### src/sv/llfp_pkg.sv
`timescale 1ns / 1ps

package llfp_pkg;

    // one-hot parser states
    typedef enum logic [6:0] {
        ST_IDLE   = 7'b0000001,
        ST_HEADER = 7'b0000010,
        ST_FILEID = 7'b0000100,
        ST_DELIM  = 7'b0001000,
        ST_BODY   = 7'b0010000,
        ST_ENDL   = 7'b0100000,
        ST_FAIL   = 7'b1000000
    } parse_state_t;

    typedef enum logic [2:0] {
        ACT_NONE      = 3'd0,
        ACT_OPEN      = 3'd1,
        ACT_BODY      = 3'd2,
        ACT_CLOSE_OK  = 3'd3,
        ACT_CLOSE_ERR = 3'd4
    } action_t;

    typedef enum logic [1:0] {
        RSN_NONE     = 2'd0,
        RSN_NO_DELIM = 2'd1,
        RSN_RANGE    = 2'd2,
        RSN_TOO_LONG = 2'd3
    } fail_reason_t;

    localparam logic [2:0] REG_HEADER_BYTE   = 3'd0;
    localparam logic [2:0] REG_START_BYTE    = 3'd1;
    localparam logic [2:0] REG_END_BYTE      = 3'd2;
    localparam logic [2:0] REG_BODY_MIN      = 3'd3;
    localparam logic [2:0] REG_BODY_MAX      = 3'd4;
    localparam logic [2:0] REG_MAX_ROW_BYTES = 3'd5;
    localparam logic [2:0] REG_START_FILE    = 3'd6;

    localparam logic [7:0]  RST_HEADER_BYTE   = 8'd255;
    localparam logic [7:0]  RST_START_BYTE    = 8'd2;
    localparam logic [7:0]  RST_END_BYTE      = 8'd10;
    localparam logic [7:0]  RST_BODY_MIN      = 8'd32;
    localparam logic [7:0]  RST_BODY_MAX      = 8'd126;
    localparam logic [7:0]  RST_MAX_ROW_BYTES = 8'd64;
    localparam logic [15:0] RST_START_FILE    = 16'd1;

    localparam logic [8:0] ROW_COUNT_MAX = 9'd511;

    typedef struct packed {
        logic [7:0]  header_byte;
        logic [7:0]  start_byte;
        logic [7:0]  end_byte;
        logic [7:0]  body_min;
        logic [7:0]  body_max;
        logic [7:0]  max_row_bytes;
        logic [15:0] start_file_num;
    } cfg_t;

    typedef struct packed {
        action_t      action;
        logic [15:0]  file_num;
        logic         new_file;
        logic [7:0]   out_byte;
        fail_reason_t fail_reason;
    } result_t;

endpackage

### src/sv/log_line_frame_parser_top.sv
`timescale 1ns / 1ps

// log line frame parser
// s_ channel: one received byte per request; frames are header bytes, a file
// id byte, a start delimiter, body bytes and an end byte.
// m_ channel: exactly one action per input byte (open line, body byte,
// close ok, close on failure, or none) with file number and fail reason.
// apb port: seven framing registers at byte addresses 0, 4, .. 24.
// the result of a byte is registered and is on m_ in the cycle after it is accepted.
// throughput: one byte per cycle unless m_tready stalls; the parse state
// update and output register form a single stage, so the state loop sets it.
// the output register is refilled in the cycle it is drained, so a new byte
// is taken while the previous result is being handed off.
// when the receiver stalls, s_tready drops as soon as the output register
// holds an untaken result, and resumes once m_tready returns.
// reset (aresetn low, synchronous) returns the parser to idle, clears the
// row count, last file id and file offset, loads register defaults and
// empties the output register.
module log_line_frame_parser_top import llfp_pkg::*; (
    input  logic        aclk,
    input  logic        aresetn,
    input  logic        s_tvalid,
    output logic        s_tready,
    input  logic [7:0]  s_tdata,   // [7:0] in_byte
    output logic        m_tvalid,
    input  logic        m_tready,
    output logic [31:0] m_tdata,   // [15:0] file number, [16] new_file,
                                   // [24:17] out_byte, [26:25] fail_reason
    output logic [2:0]  m_tuser,   // [2:0] action
    input  logic        psel,
    input  logic        penable,
    input  logic        pwrite,
    input  logic [4:0]  paddr,
    input  logic [31:0] pwdata,
    output logic [31:0] prdata,
    output logic        pready
);

    cfg_t    cfg;
    result_t res;

    llfp_cfg u_cfg (
        .aclk    (aclk),
        .aresetn (aresetn),
        .psel    (psel),
        .penable (penable),
        .pwrite  (pwrite),
        .paddr   (paddr),
        .pwdata  (pwdata),
        .prdata  (prdata),
        .pready  (pready),
        .cfg     (cfg)
    );

    llfp_core u_core (
        .aclk      (aclk),
        .aresetn   (aresetn),
        .cfg       (cfg),
        .in_valid  (s_tvalid),
        .in_ready  (s_tready),
        .in_byte   (s_tdata),
        .res_valid (m_tvalid),
        .res_ready (m_tready),
        .res       (res)
    );

    assign m_tuser = res.action;
    assign m_tdata = {5'd0, res.fail_reason, res.out_byte, res.new_file, res.file_num};

endmodule

### src/sv/llfp_cfg.sv
`timescale 1ns / 1ps

module llfp_cfg import llfp_pkg::*; (
    input  logic        aclk,
    input  logic        aresetn,
    input  logic        psel,
    input  logic        penable,
    input  logic        pwrite,
    input  logic [4:0]  paddr,
    input  logic [31:0] pwdata,
    output logic [31:0] prdata,
    output logic        pready,
    output cfg_t        cfg
);

    cfg_t       cfg_reg;
    logic       wr_en;
    logic [2:0] reg_idx;

    assign pready  = 1'b1;
    assign wr_en   = psel && penable && pwrite;
    assign reg_idx = paddr[4:2];
    assign cfg     = cfg_reg;

    always_ff @(posedge aclk) begin
        if (!aresetn) begin
            cfg_reg.header_byte    <= RST_HEADER_BYTE;
            cfg_reg.start_byte     <= RST_START_BYTE;
            cfg_reg.end_byte       <= RST_END_BYTE;
            cfg_reg.body_min       <= RST_BODY_MIN;
            cfg_reg.body_max       <= RST_BODY_MAX;
            cfg_reg.max_row_bytes  <= RST_MAX_ROW_BYTES;
            cfg_reg.start_file_num <= RST_START_FILE;
        end else if (wr_en) begin
            case (reg_idx)
                REG_HEADER_BYTE:   cfg_reg.header_byte    <= pwdata[7:0];
                REG_START_BYTE:    cfg_reg.start_byte     <= pwdata[7:0];
                REG_END_BYTE:      cfg_reg.end_byte       <= pwdata[7:0];
                REG_BODY_MIN:      cfg_reg.body_min       <= pwdata[7:0];
                REG_BODY_MAX:      cfg_reg.body_max       <= pwdata[7:0];
                REG_MAX_ROW_BYTES: cfg_reg.max_row_bytes  <= pwdata[7:0];
                REG_START_FILE:    cfg_reg.start_file_num <= pwdata[15:0];
                default: ;
            endcase
        end
    end

    always_comb begin
        case (reg_idx)
            REG_HEADER_BYTE:   prdata = {24'd0, cfg_reg.header_byte};
            REG_START_BYTE:    prdata = {24'd0, cfg_reg.start_byte};
            REG_END_BYTE:      prdata = {24'd0, cfg_reg.end_byte};
            REG_BODY_MIN:      prdata = {24'd0, cfg_reg.body_min};
            REG_BODY_MAX:      prdata = {24'd0, cfg_reg.body_max};
            REG_MAX_ROW_BYTES: prdata = {24'd0, cfg_reg.max_row_bytes};
            REG_START_FILE:    prdata = {16'd0, cfg_reg.start_file_num};
            default:           prdata = 32'd0;
        endcase
    end

endmodule

### src/sv/llfp_core.sv
`timescale 1ns / 1ps

module llfp_core import llfp_pkg::*; (
    input  logic       aclk,
    input  logic       aresetn,
    input  cfg_t       cfg,
    input  logic       in_valid,
    output logic       in_ready,
    input  logic [7:0] in_byte,
    output logic       res_valid,
    input  logic       res_ready,
    output result_t    res
);

    parse_state_t state_reg, state_next;
    logic [8:0]   row_count_reg, row_count_next;
    logic [7:0]   last_id_reg, last_id_next;
    logic [15:0]  offset_reg, offset_next;
    logic         res_valid_reg;
    result_t      res_reg, res_next;
    logic         accept;
    logic [8:0]   row_inc;
    logic         is_hdr;

    // result register frees up in the same cycle it is taken
    assign in_ready  = !res_valid_reg || res_ready;
    assign accept    = in_valid && in_ready;
    assign res_valid = res_valid_reg;
    assign res       = res_reg;

    assign is_hdr  = (in_byte == cfg.header_byte);
    assign row_inc = (row_count_reg < ROW_COUNT_MAX) ? row_count_reg + 9'd1 : row_count_reg;

    always_comb begin
        state_next     = state_reg;
        row_count_next = row_count_reg;
        last_id_next   = last_id_reg;
        offset_next    = offset_reg;
        res_next       = '0;

        case (state_reg)
            ST_IDLE:   state_next = is_hdr ? ST_HEADER : ST_IDLE;
            ST_HEADER: state_next = is_hdr ? ST_HEADER : ST_FILEID;
            ST_FILEID: begin
                if (in_byte == cfg.start_byte) begin
                    state_next = ST_DELIM;
                end else begin
                    state_next           = ST_FAIL;
                    res_next.fail_reason = RSN_NO_DELIM;
                end
            end
            // first byte after the delimiter passes unchecked
            ST_DELIM: begin
                row_count_next = '0;
                state_next     = ST_BODY;
            end
            ST_BODY: begin
                if (in_byte == cfg.end_byte) begin
                    state_next = ST_ENDL;
                end else if (in_byte < cfg.body_min || in_byte > cfg.body_max) begin
                    state_next           = ST_FAIL;
                    res_next.fail_reason = RSN_RANGE;
                end else begin
                    row_count_next = row_inc;
                    if (row_inc > {1'b0, cfg.max_row_bytes}) begin
                        state_next           = ST_FAIL;
                        res_next.fail_reason = RSN_TOO_LONG;
                    end else begin
                        state_next = ST_BODY;
                    end
                end
            end
            default: state_next = is_hdr ? ST_HEADER : ST_IDLE;
        endcase

        case (state_next)
            ST_FILEID: begin
                if (in_byte != last_id_reg) begin
                    offset_next       = offset_reg + 16'd1;
                    last_id_next      = in_byte;
                    res_next.new_file = 1'b1;
                end
                res_next.action   = ACT_OPEN;
                res_next.file_num = cfg.start_file_num + offset_next;
            end
            ST_BODY: begin
                res_next.action   = ACT_BODY;
                res_next.out_byte = in_byte;
            end
            ST_ENDL: res_next.action = ACT_CLOSE_OK;
            ST_FAIL: res_next.action = ACT_CLOSE_ERR;
            default: res_next.action = ACT_NONE;
        endcase
    end

    always_ff @(posedge aclk) begin
        if (!aresetn) begin
            state_reg     <= ST_IDLE;
            row_count_reg <= '0;
            last_id_reg   <= '0;
            offset_reg    <= '0;
            res_valid_reg <= 1'b0;
        end else begin
            if (accept) begin
                state_reg     <= state_next;
                row_count_reg <= row_count_next;
                last_id_reg   <= last_id_next;
                offset_reg    <= offset_next;
                res_valid_reg <= 1'b1;
            end else if (res_ready) begin
                res_valid_reg <= 1'b0;
            end
        end
    end

    always_ff @(posedge aclk) begin
        if (accept) begin
            res_reg <= res_next;
        end
    end

endmodule

### config.mk
export PLATFORM = sky130hd
export DESIGN_NAME = log_line_frame_parser_top
export DESIGN_NICKNAME = d
export VERILOG_FILES = /design/src/sv/llfp_pkg.sv /design/src/sv/log_line_frame_parser_top.sv /design/src/sv/llfp_cfg.sv /design/src/sv/llfp_core.sv
export SDC_FILE = /design/constraint.sdc
export NUM_CORES = 1
export LEC_CHECK = 0
export BUFFER_PORTS_ARGS = -buffer_cell sky130_fd_sc_hd__clkbuf_2
export CORE_UTILIZATION = 40
export CTS_CLUSTER_SIZE = 16
export DETAILED_ROUTE_END_ITERATION = 7
export PLACE_DENSITY = 0.65
export REMOVE_ABC_BUFFERS = 1
export SLEW_MARGIN = 20
export SYNTH_ARGS = -nofsm -noshare
export SYNTH_HDL_FRONTEND = slang
export SYNTH_HIERARCHICAL = 1
export SYNTH_SLANG_ARGS = --single-unit
### constraint.sdc
create_clock -name aclk -period 10.7 [get_ports aclk]
set_input_delay 1.605 -clock aclk [delete_from_list [all_inputs] [get_ports aclk]]
set_output_delay 1.605 -clock aclk [all_outputs]
set_load 0.01 [all_outputs]
==> results.ini <==
[synthesis]
ys_seq_elements=135
synthCells=912
async_reset_ff_share_pct=0
syn_avg_cell_area_um2=8.964
synth_mux_area_share_pct=9.994
netlist_area_um2=8175
synth_ff_type=dfxtp_1
synth_top_family_by_area=simple AND/OR/NAND/NOR gates
synth_fa_ha_area_share_pct=6.367
synth.distinct_cells=70
ys.warnings.count=6
synth_compound_area_share_pct=12.21
synth-edff-count=30
synthSimpleGateAreaFrac_pct=19.90
synth-xor-area-share_pct=7.713
yosysSeqAreaShare_pct=36.73

[clock_network]
numCtsBuffers=17
cts_resized=0
root_buffer=clkbuf_16
clock_sink_count=135
clock_path_buffers=2
h-tree-depth=4
postCtsSetupBuffers=0
cts_tree=done
holdBufCountCts=0
clk_latency_ns=0.43
clkTransAtPathRegs_ns=0.06

[timing]
setup_viol=0
period_share_pct=48.95
finalSetupTns_ns=0
final_max_slew_viol_count=0
tightest_slew_ns=0.9743
timing.final.ws_setup_ns=5.462
worst_clock_skew_ns=0.01189
grt_setup_unrepaired=no
clock.fmax_mhz=190.9
hold_viol_final=0
slew_headroom_pct=35.05
fin_crit_ns=5.238

[final_layout]
largest_register_ffs=64
drive_above_1_share_pct=15.82
area_growth_pct=13.18
final_area_um2=9253
antennaDiodeCount=0
fin_nets=1060
finish.utilization_pct=46.93

[placement]
gp_congestion=0.8590
port_buffers=81
place_area_um2=8641
dpl_worst_slack_ns=5.107
dpl.hpwl_mm=15.19

[drt]
route.detailed.drc=0
vias_per_cell=5.452
drt_iter0_drc=481
via_count=6788
final_antenna_net_count=0
drtPass1Iterations=5
routed_wl_mm=21.41
routedWlPerCell_um=17.19

[global_route]
overflow=0
track_usage_pct=20.31
first_global_vias=6134
grt_max_degree=94
antenna_found_initial=0
grt_pass1_wl_mm=33.32

[worst_setup_path]
start_kind=input port
crit_type=in2reg
end_kind=flip-flop
arrival_ns=5.42
r2r_start=u_core/last_id_reg[6]
worstPathMaxFanout=19
crit_required_ns=10.89
ff2ff_setup_slack_ns=6.59
cp-startpoint=s_tdata[6]

[power_and_ir_drop]
leakagePower_nw=3.947
finalPower_mw=1.238
ir_worst_vdd_mv=0.1146
p_per_area_nw_per_um2=133.8

[floorplanning]
die_w_um=145.0
dieArea_um2=21010
start_util_pct=41.46
io_pins=122
fp-row-count=51
coreArea_um2=19720
die_h_um=145.0

[worst_hold_path]
hold_path_class=reg2reg
hold_start=u_core/last_id_reg[3]

[outcome]
status=completed

[job]
maxCapViolCount=0

==> placed cells by master, fill, tap and decap left out, drive strengths merged, types with 7 or more instances in the layout <==
| cell type | count |
|---|---|
| a211oi | 7 |
| a21oi | 36 |
| and3 | 14 |
| clkbuf | 104 |
| conb | 22 |
| dfxtp | 105 |
| edfxtp | 30 |
| ha | 40 |
| inv | 49 |
| mux2i | 67 |
| nand2 | 118 |
| nand2b | 13 |
| nand3 | 21 |
| nand4 | 13 |
| nor2 | 57 |
| nor2b | 16 |
| nor3 | 25 |
| nor4 | 12 |
| o211ai | 16 |
| o21ai | 25 |
| or2 | 10 |
| or3 | 7 |
| xnor2 | 41 |
| xor2 | 31 |
==> metal layers <==
layer	up-vias	GRT usage, %	part of all wire, %
li1	3271	-	-
met4	0	7.872	2.2
met2	205	31.01	45
met3	33	4.340	4.9
met1	3279	27.82	48
met5	-	0	0
==> path summary, 6_finish.rpt <==
path	to	cells past startpoint
worst min register to register	u_core/last_id_reg[3]	2
worst min-delay path	u_core/last_id_reg[3]	2
worst max-delay path	u_core/res[25]	14
worst max register to register	u_core/res[25]	13
==> area by class of cell <==
type	instances	area (um^2)
fill	1913	10470
multi-input combinational	677	4682
sequential	135	3003
clock buffer	24	513.0
timing repair buffer	86	442.9
tap	265	331.6
inverter	50	187.7
clock inverter	8	92.59
==> power breakdown <==
group | total [mW] | internal, mW | switching [mW] | leakage, nW
combinational | 0.102 | 0.0337 | 0.0680 | 2.49
sequential | 0.534 | 0.529 | 0.00499 | 1.15
clock | 0.602 | 0.380 | 0.222 | 0.301
total | 1.24 | 0.943 | 0.295 | 3.95
==> Yosys cell counts (all sizes together) (16+ instances only) <==
library cell	n	share of area [%]
nor2	57	2.8
edfxtp	30	11
inv	49	2.2
o21ai	25	1.6
a21oi	36	2.2
buf	44	3.5
xor2	31	3.3
nand2	118	5.4
ha	40	6.1
o211ai	16	1.5
nand3	21	1.3
dfxtp	105	26
nor2b	16	1.2
mux2i	67	8.2
clkbuf	25	1.1
nor3	25	1.6
xnor2	41	4.4
==> logic make-up (layout without fill, tap and decap cells) <==
group           Yosys count  count (layout)
compound gates          142             142
other cells               3              22
flops                   135             135
buf+inv                 119             168
xor+xnor                 72              72
mux                      76              76
fa+ha+maj                41              41
simple gates            324             324
==> critical path, stage by stage <==
cell	delay (ns)
clkbuf_2	0.22
xor2_1	0.20
nor4_1	0.42
and2_1	0.63
nor2_1	0.27
nand3_1	0.17
xnor2_1	0.08
ha_1	0.25
or4_1	0.52
a211oi_1	0.34
o31ai_1	0.17
a21o_1	0.20
and3b_1	0.19
o21a_1	0.16
==> through the flow <==
stage	std cells	hold slack, ns
after floorplan	862	0.4436
after global placement	1213	0.4520
after detailed placement	1213	0.4583
after CTS	1245	0.4659
after global routing	1245	0.4793
final	1245	0.4669
Power figures use the tool's default switching activity.
